### src/hdl/numeric_literal_lexer_top_defines.svh
// Assertion macros for the numeric literal lexer.
// Used by the top level only; needs clock and reset in scope.
`ifndef NUMERIC_LITERAL_LEXER_TOP_DEFINES_SVH
`define NUMERIC_LITERAL_LEXER_TOP_DEFINES_SVH

// Same-cycle implication, checked at each rising clock outside reset.
`define NLL_ASSERT_NOW(label, cond, conseq, msg) \
   label: assert property (@(posedge clock) disable iff (reset) (cond) |-> (conseq)) \
      else $error(msg);

// Next-cycle implication, checked at each rising clock outside reset.
`define NLL_ASSERT_NEXT(label, cond, conseq, msg) \
   label: assert property (@(posedge clock) disable iff (reset) (cond) |=> (conseq)) \
      else $error(msg);

`endif

### src/hdl/nll_pkg.sv
// Shared types and constants for the numeric literal lexer.
// No dependencies; imported by the front, queue, back and top modules.
package nll_pkg;

   localparam int FIELD_BITS     = 32;
   localparam int QUEUE_DEPTH    = 4;
   localparam int QUEUE_PTR_BITS = 2;

   typedef enum logic [2:0] {
      PH_DONE,
      PH_START,
      PH_INT,
      PH_HEX,
      PH_FRAC,
      PH_EXPSTART,
      PH_EXPSCAN,
      PH_QUOTE
   } phase_type;

   // One classified character as it travels from the front to the back
   typedef struct packed {
      logic [7:0] code;
      logic       first;
      logic       is_digit;
      logic       is_hex;
      logic [3:0] nibble;
      logic       is_e;
      logic       is_dot;
      logic       is_plus;
      logic       is_minus;
      logic       is_x;
      logic       is_quote;
      logic       is_zero;
   } item_type;

   typedef struct packed {
      logic full;
      logic empty;
   } queue_status_type;

endpackage

### src/hdl/nll_req_if.sv
// Input channel of the numeric literal lexer: one character per transaction.
// No dependencies.
interface nll_req_if;
   logic       valid;
   logic       ready;
   logic [7:0] char_code;
   logic       start_of_text;

   modport source (output valid, output char_code, output start_of_text, input ready);
   modport sink   (input valid, input char_code, input start_of_text, output ready);
endinterface

### src/hdl/nll_rsp_if.sv
// Result channel of the numeric literal lexer: one parsed number per transaction.
// No dependencies.
interface nll_rsp_if;
   logic               valid;
   logic               ready;
   logic signed [31:0] mantissa;
   logic               is_fraction;
   logic signed [31:0] dec_exponent;

   modport source (output valid, output mantissa, output is_fraction, output dec_exponent,
                   input ready);
   modport sink   (input valid, input mantissa, input is_fraction, input dec_exponent,
                   output ready);
endinterface

### src/hdl/numeric_literal_lexer_top.sv
// Numeric literal lexer: takes one character per transaction and returns one parsed
// number (wrapped mantissa, fraction flag, decimal exponent) per argument. A new
// character is taken every cycle as long as results are drained; the parser's
// state update in the back stage handles one character per cycle. The character
// that ends a number is registered in the classifying front register, then in the
// queue, and its result is then registered in the output register.
// The queue holds four characters, so either side may stall alone.
// Depends on nll_pkg, nll_req_if, nll_rsp_if, nll_front, nll_queue, nll_back
// and numeric_literal_lexer_top_defines.svh.
`include "numeric_literal_lexer_top_defines.svh"

module numeric_literal_lexer_top import nll_pkg::*; #(
   parameter int WORD_BITS = 32
) (
   input  logic      clock,
   input  logic      reset,
   nll_req_if.sink   req_if,
   nll_rsp_if.source rsp_if
);

   logic             q_push;
   logic             q_pop;
   item_type         push_item;
   item_type         head_item;
   queue_status_type q_status;

   nll_front u_front (
      .clock    (clock),
      .reset    (reset),
      .req_if   (req_if),
      .q_status (q_status),
      .q_push   (q_push),
      .q_item   (push_item)
   );

   nll_queue u_queue (
      .clock     (clock),
      .reset     (reset),
      .push      (q_push),
      .push_item (push_item),
      .pop       (q_pop),
      .head_item (head_item),
      .status    (q_status)
   );

   nll_back #(
      .WORD_BITS (WORD_BITS)
   ) u_back (
      .clock    (clock),
      .reset    (reset),
      .item     (head_item),
      .q_status (q_status),
      .q_pop    (q_pop),
      .rsp_if   (rsp_if)
   );

   `NLL_ASSERT_NOW(a_no_push_full, q_push, !q_status.full, "push into full queue")
   `NLL_ASSERT_NOW(a_no_pop_stalled, rsp_if.valid && !rsp_if.ready, !q_pop,
                   "parser advanced while result stalled")
   `NLL_ASSERT_NOW(a_no_pop_empty, q_status.empty, !q_pop, "pop from empty queue")
   `NLL_ASSERT_NEXT(a_result_source, rsp_if.valid && rsp_if.ready && !q_pop, !rsp_if.valid,
                    "result appeared without a parsed character")

endmodule

### src/hdl/nll_front.sv
// Front stage: accepts characters, classifies them and pushes them to the queue.
// Depends on nll_pkg and nll_req_if.
module nll_front import nll_pkg::*; (
   input  logic             clock,
   input  logic             reset,
   nll_req_if.sink          req_if,
   input  queue_status_type q_status,
   output logic             q_push,
   output item_type         q_item
);

   localparam logic [7:0] CH_ZERO   = 8'h30;
   localparam logic [7:0] CH_NINE   = 8'h39;
   localparam logic [7:0] CH_LO_A   = 8'h61;
   localparam logic [7:0] CH_LO_F   = 8'h66;
   localparam logic [7:0] CH_UP_A   = 8'h41;
   localparam logic [7:0] CH_UP_F   = 8'h46;
   localparam logic [7:0] CH_LO_E   = 8'h65;
   localparam logic [7:0] CH_UP_E   = 8'h45;
   localparam logic [7:0] CH_LO_X   = 8'h78;
   localparam logic [7:0] CH_UP_X   = 8'h58;
   localparam logic [7:0] CH_DOT    = 8'h2E;
   localparam logic [7:0] CH_PLUS   = 8'h2B;
   localparam logic [7:0] CH_MINUS  = 8'h2D;
   localparam logic [7:0] CH_APOS   = 8'h27;
   localparam logic [7:0] CH_DQUOTE = 8'h22;

   logic     valid_ff, valid_in;
   item_type item_ff, item_in;
   logic     accept;
   logic     is_letter;

   assign req_if.ready = !valid_ff || !q_status.full;
   assign accept       = req_if.valid && req_if.ready;
   assign q_push       = valid_ff && !q_status.full;
   assign q_item       = item_ff;

   always_comb begin
      item_in.code     = req_if.char_code;
      item_in.first    = req_if.start_of_text;
      item_in.is_digit = req_if.char_code inside {[CH_ZERO:CH_NINE]};
      is_letter        = req_if.char_code inside {[CH_LO_A:CH_LO_F], [CH_UP_A:CH_UP_F]};
      item_in.is_hex   = item_in.is_digit || is_letter;
      // letters a-f and A-F share their low nibble: 1..6 maps to 10..15
      item_in.nibble   = is_letter ? req_if.char_code[3:0] + 4'd9 : req_if.char_code[3:0];
      item_in.is_e     = req_if.char_code inside {CH_LO_E, CH_UP_E};
      item_in.is_dot   = req_if.char_code == CH_DOT;
      item_in.is_plus  = req_if.char_code == CH_PLUS;
      item_in.is_minus = req_if.char_code == CH_MINUS;
      item_in.is_x     = req_if.char_code inside {CH_LO_X, CH_UP_X};
      item_in.is_quote = req_if.char_code inside {CH_APOS, CH_DQUOTE};
      item_in.is_zero  = req_if.char_code == CH_ZERO;
   end

   always_comb begin
      valid_in = valid_ff;
      if (accept) begin
         valid_in = 1'b1;
      end else if (q_push) begin
         valid_in = 1'b0;
      end
   end

   always_ff @(posedge clock) begin
      if (reset) begin
         valid_ff <= 1'b0;
      end else begin
         valid_ff <= valid_in;
      end
   end

   always_ff @(posedge clock) begin
      if (accept) begin
         item_ff <= item_in;
      end
   end

endmodule

### src/hdl/nll_queue.sv
// Short queue of classified characters between the front and back stages.
// Depends on nll_pkg.
module nll_queue import nll_pkg::*; (
   input  logic             clock,
   input  logic             reset,
   input  logic             push,
   input  item_type         push_item,
   input  logic             pop,
   output item_type         head_item,
   output queue_status_type status
);

   item_type                  entry_ff [QUEUE_DEPTH];
   logic [QUEUE_PTR_BITS-1:0] wr_ptr_ff, wr_ptr_in;
   logic [QUEUE_PTR_BITS-1:0] rd_ptr_ff, rd_ptr_in;
   logic [QUEUE_PTR_BITS:0]   count_ff, count_in;

   assign status.full  = count_ff == (QUEUE_PTR_BITS + 1)'(QUEUE_DEPTH);
   assign status.empty = count_ff == '0;
   assign head_item    = entry_ff[rd_ptr_ff];

   always_comb begin
      wr_ptr_in = push ? wr_ptr_ff + 1'b1 : wr_ptr_ff;
      rd_ptr_in = pop ? rd_ptr_ff + 1'b1 : rd_ptr_ff;
      count_in  = count_ff;
      if (push && !pop) begin
         count_in = count_ff + 1'b1;
      end else if (pop && !push) begin
         count_in = count_ff - 1'b1;
      end
   end

   always_ff @(posedge clock) begin
      if (reset) begin
         wr_ptr_ff <= '0;
         rd_ptr_ff <= '0;
         count_ff  <= '0;
      end else begin
         wr_ptr_ff <= wr_ptr_in;
         rd_ptr_ff <= rd_ptr_in;
         count_ff  <= count_in;
      end
   end

   always_ff @(posedge clock) begin
      if (push) begin
         entry_ff[wr_ptr_ff] <= push_item;
      end
   end

endmodule

### src/hdl/nll_back.sv
// Back stage: runs the number parser on queued characters and holds the result.
// Depends on nll_pkg and nll_rsp_if.
module nll_back import nll_pkg::*; #(
   parameter int WORD_BITS = 32
) (
   input  logic             clock,
   input  logic             reset,
   input  item_type         item,
   input  queue_status_type q_status,
   output logic             q_pop,
   nll_rsp_if.source        rsp_if
);

   phase_type phase_ff, phase_in;
   logic [WORD_BITS-1:0] dec_ff, dec_in;
   logic [WORD_BITS-1:0] oct_ff, oct_in;
   logic [WORD_BITS-1:0] frac_exp_ff, frac_exp_in;
   logic [WORD_BITS-1:0] exp_ff, exp_in;
   logic                 neg_ff, neg_in;
   logic                 lz_ff, lz_in;
   logic                 exp_neg_ff, exp_neg_in;

   logic                    out_valid_ff, out_valid_in;
   logic signed [FIELD_BITS-1:0] mant_ff, mant_in;
   logic                    frac_ff, frac_in;
   logic signed [FIELD_BITS-1:0] dexp_ff, dexp_in;

   logic                 clr;
   logic                 int_mode;
   logic                 emit;
   logic [WORD_BITS-1:0] base_dec, base_oct, base_frac_exp, base_exp;
   logic                 base_neg, base_lz, base_exp_neg;
   logic [WORD_BITS-1:0] digit_w;
   logic [WORD_BITS-1:0] dec10, dec16, oct8, exp10;
   logic [WORD_BITS-1:0] mag;
   logic signed [WORD_BITS-1:0] mant_w, dexp_w;

   assign q_pop = !q_status.empty && (!out_valid_ff || rsp_if.ready);
   assign clr   = item.first;

   // Characters that continue the decimal part of a number
   assign int_mode = clr ? (item.is_digit || item.is_dot || item.is_e)
                         : (phase_ff == PH_INT ||
                            (phase_ff == PH_START && !(lz_ff && item.is_x)));

   // Next phase
   always_comb begin
      phase_in = phase_ff;
      if (q_pop) begin
         if (clr && (item.is_plus || item.is_minus || item.is_zero)) begin
            phase_in = PH_START;
         end else if (clr && item.is_quote) begin
            phase_in = PH_QUOTE;
         end else if (int_mode) begin
            if (item.is_digit) begin
               phase_in = PH_INT;
            end else if (item.is_e) begin
               phase_in = PH_EXPSTART;
            end else if (item.is_dot) begin
               phase_in = PH_FRAC;
            end else begin
               phase_in = PH_DONE;
            end
         end else if (clr) begin
            phase_in = PH_DONE;
         end else begin
            case (phase_ff)
               PH_START: begin
                  phase_in = PH_HEX;
               end
               PH_HEX: begin
                  phase_in = item.is_hex ? PH_HEX : PH_DONE;
               end
               PH_FRAC: begin
                  if (item.is_digit) begin
                     phase_in = PH_FRAC;
                  end else if (item.is_e) begin
                     phase_in = PH_EXPSTART;
                  end else begin
                     phase_in = PH_DONE;
                  end
               end
               PH_EXPSTART: begin
                  phase_in = (item.is_plus || item.is_minus || item.is_digit) ? PH_EXPSCAN
                                                                            : PH_DONE;
               end
               PH_EXPSCAN: begin
                  phase_in = item.is_digit ? PH_EXPSCAN : PH_DONE;
               end
               default: begin
                  phase_in = PH_DONE;
               end
            endcase
         end
      end
   end

   assign emit = q_pop && phase_in == PH_DONE && (clr || phase_ff != PH_DONE);

   // Datapath updates and result
   always_comb begin
      base_dec      = clr ? '0 : dec_ff;
      base_oct      = clr ? '0 : oct_ff;
      base_frac_exp = clr ? '0 : frac_exp_ff;
      base_exp      = clr ? '0 : exp_ff;
      base_neg      = clr ? item.is_minus : neg_ff;
      base_lz       = clr ? item.is_zero : lz_ff;
      base_exp_neg  = clr ? 1'b0 : exp_neg_ff;
      digit_w       = WORD_BITS'(item.nibble);
      dec10 = (base_dec << 3) + (base_dec << 1) + digit_w;
      dec16 = (base_dec << 4) + digit_w;
      oct8  = (base_oct << 3) + digit_w;
      exp10 = (base_exp << 3) + (base_exp << 1) + digit_w;

      dec_in      = base_dec;
      oct_in      = base_oct;
      frac_exp_in = base_frac_exp;
      exp_in      = base_exp;
      neg_in      = base_neg;
      lz_in       = base_lz;
      exp_neg_in  = base_exp_neg;

      if (int_mode) begin
         if (item.is_digit) begin
            dec_in = dec10;
            oct_in = oct8;
         end
      end else if (!clr) begin
         case (phase_ff)
            PH_HEX: begin
               if (item.is_hex) begin
                  dec_in = dec16;
               end
            end
            PH_FRAC: begin
               if (item.is_digit) begin
                  dec_in      = dec10;
                  frac_exp_in = base_frac_exp - 1'b1;
               end
            end
            PH_EXPSTART: begin
               if (item.is_minus) begin
                  exp_neg_in = 1'b1;
               end else if (item.is_digit) begin
                  exp_in = exp10;
               end
            end
            PH_EXPSCAN: begin
               if (item.is_digit) begin
                  exp_in = exp10;
               end
            end
            default: begin
            end
         endcase
      end

      // Result fields, wrapped to the word and sign-extended from it
      mag    = (int_mode && base_lz) ? base_oct : base_dec;
      dexp_w = '0;
      frac_in = 1'b0;
      if (clr || phase_ff == PH_QUOTE) begin
         mant_w = WORD_BITS'(item.code);
      end else begin
         mant_w = base_neg ? -mag : mag;
      end
      if (!clr && phase_ff == PH_FRAC) begin
         frac_in = 1'b1;
         dexp_w  = base_frac_exp;
      end else if (!clr && (phase_ff == PH_EXPSTART || phase_ff == PH_EXPSCAN)) begin
         frac_in = 1'b1;
         dexp_w  = base_exp_neg ? base_frac_exp - base_exp : base_frac_exp + base_exp;
      end
      mant_in = FIELD_BITS'(mant_w);
      dexp_in = FIELD_BITS'(dexp_w);
   end

   always_comb begin
      out_valid_in = out_valid_ff;
      if (emit) begin
         out_valid_in = 1'b1;
      end else if (rsp_if.ready) begin
         out_valid_in = 1'b0;
      end
   end

   always_ff @(posedge clock) begin
      if (reset) begin
         phase_ff     <= PH_DONE;
         dec_ff       <= '0;
         oct_ff       <= '0;
         frac_exp_ff  <= '0;
         exp_ff       <= '0;
         neg_ff       <= 1'b0;
         lz_ff        <= 1'b0;
         exp_neg_ff   <= 1'b0;
         out_valid_ff <= 1'b0;
      end else begin
         out_valid_ff <= out_valid_in;
         if (q_pop) begin
            phase_ff    <= phase_in;
            dec_ff      <= dec_in;
            oct_ff      <= oct_in;
            frac_exp_ff <= frac_exp_in;
            exp_ff      <= exp_in;
            neg_ff      <= neg_in;
            lz_ff       <= lz_in;
            exp_neg_ff  <= exp_neg_in;
         end
      end
   end

   always_ff @(posedge clock) begin
      if (emit) begin
         mant_ff <= mant_in;
         frac_ff <= frac_in;
         dexp_ff <= dexp_in;
      end
   end

   assign rsp_if.valid        = out_valid_ff;
   assign rsp_if.mantissa     = mant_ff;
   assign rsp_if.is_fraction  = frac_ff;
   assign rsp_if.dec_exponent = dexp_ff;

endmodule
### src/flat_wrapper.sv
// flat-port wrapper written by rule: the top's interface ports become plain ports
module numeric_literal_lexer_top_flat import nll_pkg::*;
#(
   parameter int WORD_BITS = 32
)
  (clock, reset, req_if_valid, req_if_char_code, req_if_start_of_text, req_if_ready, rsp_if_valid, rsp_if_mantissa, rsp_if_is_fraction, rsp_if_dec_exponent, rsp_if_ready);
  nll_req_if req_if_i ();
  nll_rsp_if rsp_if_i ();
  input  logic clock;
  input  logic reset;
  input wire logic [$bits(req_if_i.valid)-1:0] req_if_valid;
  input wire logic [$bits(req_if_i.char_code)-1:0] req_if_char_code;
  input wire logic [$bits(req_if_i.start_of_text)-1:0] req_if_start_of_text;
  output wire logic [$bits(req_if_i.ready)-1:0] req_if_ready;
  output wire logic [$bits(rsp_if_i.valid)-1:0] rsp_if_valid;
  output wire logic [$bits(rsp_if_i.mantissa)-1:0] rsp_if_mantissa;
  output wire logic [$bits(rsp_if_i.is_fraction)-1:0] rsp_if_is_fraction;
  output wire logic [$bits(rsp_if_i.dec_exponent)-1:0] rsp_if_dec_exponent;
  input wire logic [$bits(rsp_if_i.ready)-1:0] rsp_if_ready;
  assign req_if_i.valid = req_if_valid;
  assign req_if_i.char_code = req_if_char_code;
  assign req_if_i.start_of_text = req_if_start_of_text;
  assign req_if_ready = req_if_i.ready;
  assign rsp_if_valid = rsp_if_i.valid;
  assign rsp_if_mantissa = rsp_if_i.mantissa;
  assign rsp_if_is_fraction = rsp_if_i.is_fraction;
  assign rsp_if_dec_exponent = rsp_if_i.dec_exponent;
  assign rsp_if_i.ready = rsp_if_ready;
  numeric_literal_lexer_top #(.WORD_BITS(WORD_BITS)) u_core (.clock(clock), .reset(reset), .req_if(req_if_i), .rsp_if(rsp_if_i));
endmodule
### config.mk
export PLATFORM = sky130hd
export DESIGN_NAME = numeric_literal_lexer_top_flat
export DESIGN_NICKNAME = d
export VERILOG_FILES = /design/src/hdl/nll_pkg.sv /design/src/hdl/nll_req_if.sv /design/src/hdl/nll_rsp_if.sv /design/src/hdl/numeric_literal_lexer_top.sv /design/src/hdl/nll_front.sv /design/src/hdl/nll_queue.sv /design/src/hdl/nll_back.sv /design/src/flat_wrapper.sv
export VERILOG_INCLUDE_DIRS = /design/src /design/src/hdl
export SDC_FILE = /design/constraint.sdc
export NUM_CORES = 1
export LEC_CHECK = 0
export ABC_AREA = 1
export BUFFER_PORTS_ARGS = -buffer_cell sky130_fd_sc_hd__buf_2
export CORE_AREA = 2 2 292 294
export DETAILED_ROUTE_END_ITERATION = 12
export DIE_AREA = 0 0 294 296
export PLACE_DENSITY = 0.48
export SLEW_MARGIN = 5
export SYNTH_ARGS = -nofsm -noshare
export SYNTH_HDL_FRONTEND = slang
export SYNTH_SLANG_ARGS = --single-unit
### constraint.sdc
create_clock -name clock -period 10.3 [get_ports clock]
set_input_delay 3.09 -clock clock [delete_from_list [all_inputs] [get_ports clock]]
set_output_delay 3.09 -clock clock [all_outputs]
set_load 0.05 [all_outputs]
; ---- Yosys cells after proc, flatten, opt, wreduce, memory -nomap -nowiden
; Memory sizes are Yosys's and may differ from the RTL's. A register that Yosys moved wholly into a read port is not among the register bits.
; Cells that the tools add are included.
[word_totals]
in_bits = 13
n_memories = 1
ramBits = 88
ff_bits = 230
out_inout_bits = 67
word_cells = 176
[classes]
n_addsub = 15
reduce_logical = 47
n_mux = 60
n_eq_ne = 18
magnitude_cmp = 6
[mem_list]
columns = memory, depth, word_bits, read_ports, rd_clocked_by_memory_dff, write_ports, line
row1 = u_core.u_queue.entry_ff, 4, 22, 1, 1, 1, nll_queue.sv:13  ; item_type entry_ff [QUEUE_DEPTH];
[op_table]
columns = cell, count
row1 = two-way mux 32 bit, 23
row2 = adder 32 x 4 -> 32 bit, 4
row3 = case mux 32 bit (2 select lines), 2
row4 = adder 32 bit, 3
row5 = "== test 8 x 6 -> 1 bit, second input constant", 6
row6 = two-way mux 3 bit, 14
row7 = "== test 8 x 7 -> 1 bit, second input constant", 4
row8 = negator 32 bit, 1
row9 = "subtractor 32 x 1 -> 32 bit, second input constant", 1
row10 = subtractor 32 bit, 1
row11 = logical AND 1 bit, 17
row12 = ">= comparator 8 x 7 -> 1 bit, second input constant", 2
row13 = "less-or-equal comparator 8 x 7 -> 1 bit, second input constant", 2
row14 = "== test 3 bit, second input constant", 5
row15 = two-way mux 1 bit, 15
row16 = case mux 3 bit (5 select lines), 1
row17 = nonzero test 2 bit, 7
row18 = logical OR 1 bit, 12
row19 = ">= comparator 8 x 6 -> 1 bit, second input constant", 1
row20 = "less-or-equal comparator 8 x 6 -> 1 bit, second input constant", 1
row21 = zero test 1 bit, 8
row22 = two-way mux 8 bit, 1
row23 = "== test 3 x 2 -> 1 bit, second input constant", 2
row24 = zero test 3 bit, 2
row25 = other kinds (8), 11

; ---- Logic depth before layout (Yosys ltp)
[depth]
depth_word = 13
ltp_mapped = 32

; ---- By module
; Synthesis repeated with hierarchy kept, for this count alone.
[hier_totals]
hier_cells = 3513
area_unflattened_um2 = 24415.9
[modules_own_cells]
columns = module, n_inst, seq_area_each_um2, area_each_um2, cells_each
row1 = nll_back, 1, 4654.5, 19661.4, 3156
row2 = nll_queue, 1, 2822.7, 3739.8, 271
row3 = nll_front, 1, 680.7, 1014.7, 86

; ---- Worst setup path before layout
; No wires, ideal clock.
[synth_timing]
path_kind = in2reg
start = in rsp_if_ready
end = reg u_core.u_back.dexp_ff[0], in the netlist u_core.u_back.rsp_if.dec_exponent[0], enable pin
slack_ns = 4.434
cell_stages = 8
arrival_time_ns = 5.447
required_time_ns = 9.881
path_cell_list = nor2_1 > a31oi_1 > clkbuf_1 > inv_1 > clkbuf_1 > a22oi_1 > nand3_1 > inv_1
[synth_via]
elab_chain_cells = 6
[synth_rtl]
columns = item, line
row1 = start: declaration, flat_wrapper.sv:19  ; input wire logic [$bits(rsp_if_i.ready)-1:0] rsp_if_ready;
row2 = logical OR 1 bit *, nll_back.sv:38  ; assign q_pop = !q_status.empty && (!out_valid_ff || rsp_if.ready);
row3 = logical AND 1 bit *, nll_back.sv:38
row4 = two-way mux 3 bit, nll_back.sv:49  ; if (q_pop) begin
row5 = zero test 3 bit, nll_back.sv:98  ; assign emit = q_pop && phase_in == PH_DONE && (clr || phase_ff != PH_DONE);
row6 = logical AND 1 bit * (2 in a row), nll_back.sv:98
row7 = via u_core.u_back.emit, nll_back.sv:30  ; logic emit;
row8 = end signal: assignment, nll_back.sv:217  ; dexp_ff <= dexp_in;
row9 = end: declaration, nll_back.sv:26  ; logic signed [FIELD_BITS-1:0] dexp_ff, dexp_in;
; The timed path passes the listed nets; every way through them passes the cells marked *.
; A chain may end at the register's enable or synchronous reset.

==> impl_metrics.py <==
metrics = {
    "logic_synthesis": {
        "ys_async_sr_fraction": 0,
        "netlist_area_sq_mm": 0.0241,
        "synth_edf_count": 175,
        "synthCells": 3363,
        "synth_seq_cells": 320,
        "synthFlopType": "edfxtp_1",
        "synth_cell_types": 67,
        "yosysSeqAreaShare": 0.338,
        "ys.warnings.count": 0,
        "synth_nets": 3541,
        "synth_area_per_cell_sq_um": 7.17,
    },
    "sta": {
        "fmax_ghz": 0.155,
        "period_minus_slack_ns": 6.45,
        "max_slew_margin": 0.238,
        "hold_violations": 0,
        "final.setup.tns_ns": 0,
        "rsz0062_at_grt": "no",
        "maxSlewViolCount": 0,
        "finalSetupViolations": 0,
        "fin_crit_sh": 0.626,
        "finalClockSkew_ns": 0.0486,
        "worst_pin_slew_ns": 1.14,
    },
    "layout": {
        "final_common_cell": "nand2_1",
        "area_growth_pct": 11.5,
        "final_util": 0.319,
        "final_cell_mix": "nand2_1 (703), inv_1 (364), a21oi_1 (349), nor2_1 (340), o21ai_0 (256)",
        "drive_gt1_frac": 0.0809,
        "nNetsFinal": 3558,
        "diodes": 0,
    },
    "die": {
        "num_rows": 107,
        "die_y_microns": 296,
        "start_util": 0.286,
        "fp.dieW_microns": 294,
        "core-area_sq_mm": 0.0842,
        "die-area_sq_mm": 0.0870,
        "ios": 80,
    },
    "drt": {
        "vias": 22868,
        "detail-route-antenna-nets": 0,
        "drt_first_iter_violations": 1804,
        "drtPass1Iterations": 5,
        "wl_microns": 81500,
        "wl_per_cell_microns": 18.1,
        "vias_per_cell": 5.08,
        "drc": 0,
    },
    "clocking": {
        "cts.path.max_buffers": 3,
        "hold_buffers": 0,
        "cts_setup_buffers": 0,
        "cts_htree_levels": 2,
        "cts_resized": 0,
        "cts_tree": "done",
        "clkTransAtPathRegs_ns": 0.06,
        "clock_sinks": 320,
        "cts-buffers-inserted": 42,
        "root_buffer": "clkbuf_16",
        "clk_latency_ns": 0.60,
    },
    "worst_setup_path": {
        "cp.arrival_ns": 6.79,
        "path_delay_family": "buffers and inverters",
        "crit_path_max_incr_delay_ns": 0.67,
        "cp_num_cells": 26,
        "crit_fanout": 45,
        "cp_num_buf_inv": 6,
        "endpoint_kind": "flip-flop",
        "slowest_stage": "buf_4",
        "r2r_cells": 26,
        "worstSetupStartpointType": "flip-flop",
        "critical_path_class": "flip-flop to flip-flop",
        "required_ns": 10.63,
    },
    "global_routing": {
        "grt_max_degree": 90,
        "grt_util_all_layers": 0.185,
        "grt_pass1_vias": 21725,
        "antenna_found_initial": 1,
        "grt_pass1_wl_microns": 127000,
        "grt_overflow": 0,
    },
    "place": {
        "port_buffers": 79,
        "gp_congestion": 0.882,
        "place_hpwl_microns": 59900,
    },
    "pwr": {
        "power.density_mw_per_mm2": 379,
        "ir_worst_vdd_mv": 0.209,
        "p_leak_nw": 11.6,
    },
    "flow_run": {
        "drv_cap": 0,
    },
    "status": {
        "status": "complete, no violations",
    },
    "worst_hold_path": {
        "min-delay-path-class": "flip-flop to flip-flop",
        "holdPathStages": 1,
    },
}
==> power by group <==
group / total, mW / internal [mW] / leakage (nW) / switching, mW
sequential: 1.87 / 1.74 / 2.81 / 0.132
clock: 1.58 / 0.947 / 0.709 / 0.631
combinational: 6.74 / 1.87 / 8.13 / 4.87
==> synth_stat cells (all sizes together), types with 6 or more instances <==
| cell | number | area [sq um] |
|---|---|---|
| xnor2 | 36 | 315 |
| dfxtp | 145 | 2900 |
| nand3b | 8 | 60.1 |
| nand3 | 159 | 853 |
| edfxtp | 175 | 5260 |
| clkbuf | 77 | 289 |
| or2 | 16 | 100 |
| a21oi | 351 | 1760 |
| o21a | 14 | 105 |
| inv | 387 | 1460 |
| o211ai | 48 | 360 |
| nand2 | 715 | 2720 |
| o21bai | 10 | 75.1 |
| nor4 | 12 | 81.3 |
| a22oi | 14 | 105 |
| nor2 | 379 | 1550 |
| nand4 | 65 | 407 |
| a31oi | 25 | 156 |
| a21o | 10 | 75.1 |
| buf | 54 | 397 |
| o21ai | 289 | 1460 |
| a221oi | 15 | 131 |
| ha | 160 | 2000 |
| nor3 | 45 | 240 |
| a211oi | 6 | 45.0 |
| a21boi | 7 | 52.6 |
| xor2 | 58 | 508 |
| o22ai | 46 | 288 |
==> final cells by class <==
class	count	area, sq um
Clock buffer	49	1100
Clock inverter	27	384
Fill cell	9120	57300
Inverter	390	1470
Multi-Input combinational cell	2522	13800
Sequential cell	320	8160
Tap cell	1090	1360
Timing Repair Buffer	104	583
==> metal layers <==
metal / global-route usage / vias to the layer above / share of wire
met2: 0.298 / 568 / 0.44
met3: 0.0221 / 72 / 0.053
met4: 0.0340 / 0 / 0.015
met1: 0.265 / 10721 / 0.49
met5: 0 / - / 0
li1: - / 11507 / -
==> flip-flops by register name, summed over array words and instances (netlist names), 3 cells and up, named ones only <==
name                               cells
u_core.u_back.dec_ff                  32
u_core.u_back.exp_ff                  32
u_core.u_back.frac_exp_ff             32
u_core.u_back.oct_ff                  32
u_core.u_back.phase_ff                 3
u_core.u_back.rsp_if.dec_exponent     32
u_core.u_back.rsp_if.mantissa         32
u_core.u_front.q_item                 22
u_core.u_queue.count_ff                3
u_core.u_queue.entry_ff               88
==> logic make-up after synthesis <==
| group | share of synthesized area |
|---|---|
| buffers and inverters | 0.0894 |
| adder cells (fa/ha/maj) | 0.0872 |
| XOR/XNOR | 0.0341 |
| AND/OR/NAND/NOR | 0.252 |
| AO/OA/AOI/OAI | 0.199 |
| flip-flops | 0.338 |
==> path summary, 6_finish.rpt <==
check,slack (ns),from,end
max reg2reg,3.85,flip-flop,u_core.u_back.rsp_if.dec_exponent[24]
min reg2reg,0.45,u_core.u_back.frac_exp_ff[16],u_core.u_back.frac_exp_ff[16]
max,3.85,flip-flop,u_core.u_back.rsp_if.dec_exponent[24]
min,0.45,u_core.u_back.frac_exp_ff[16],u_core.u_back.frac_exp_ff[16]
==> through the flow <==
stage | hold slack (ns) | worst slack [ns] | power, mW | cells | area, sq um
6_report | 0.448 | 3.85 | 10.2 | 4502 | 26900
4_1_cts | 0.449 | 3.76 | 10.2 | 4502 | 26900
5_1_grt | 0.473 | 3.21 | 11.1 | 4502 | 26900
3_3_place_gp | 0.445 | 3.86 | 8.60 | 4426 | 25400
3_5_place_dp | 0.438 | 3.81 | 8.58 | 4426 | 25400
2_1_floorplan | 0.422 | 4.43 | 6.88 | 3363 | 24100
Note: power is estimated with default switching activity, not from simulation.
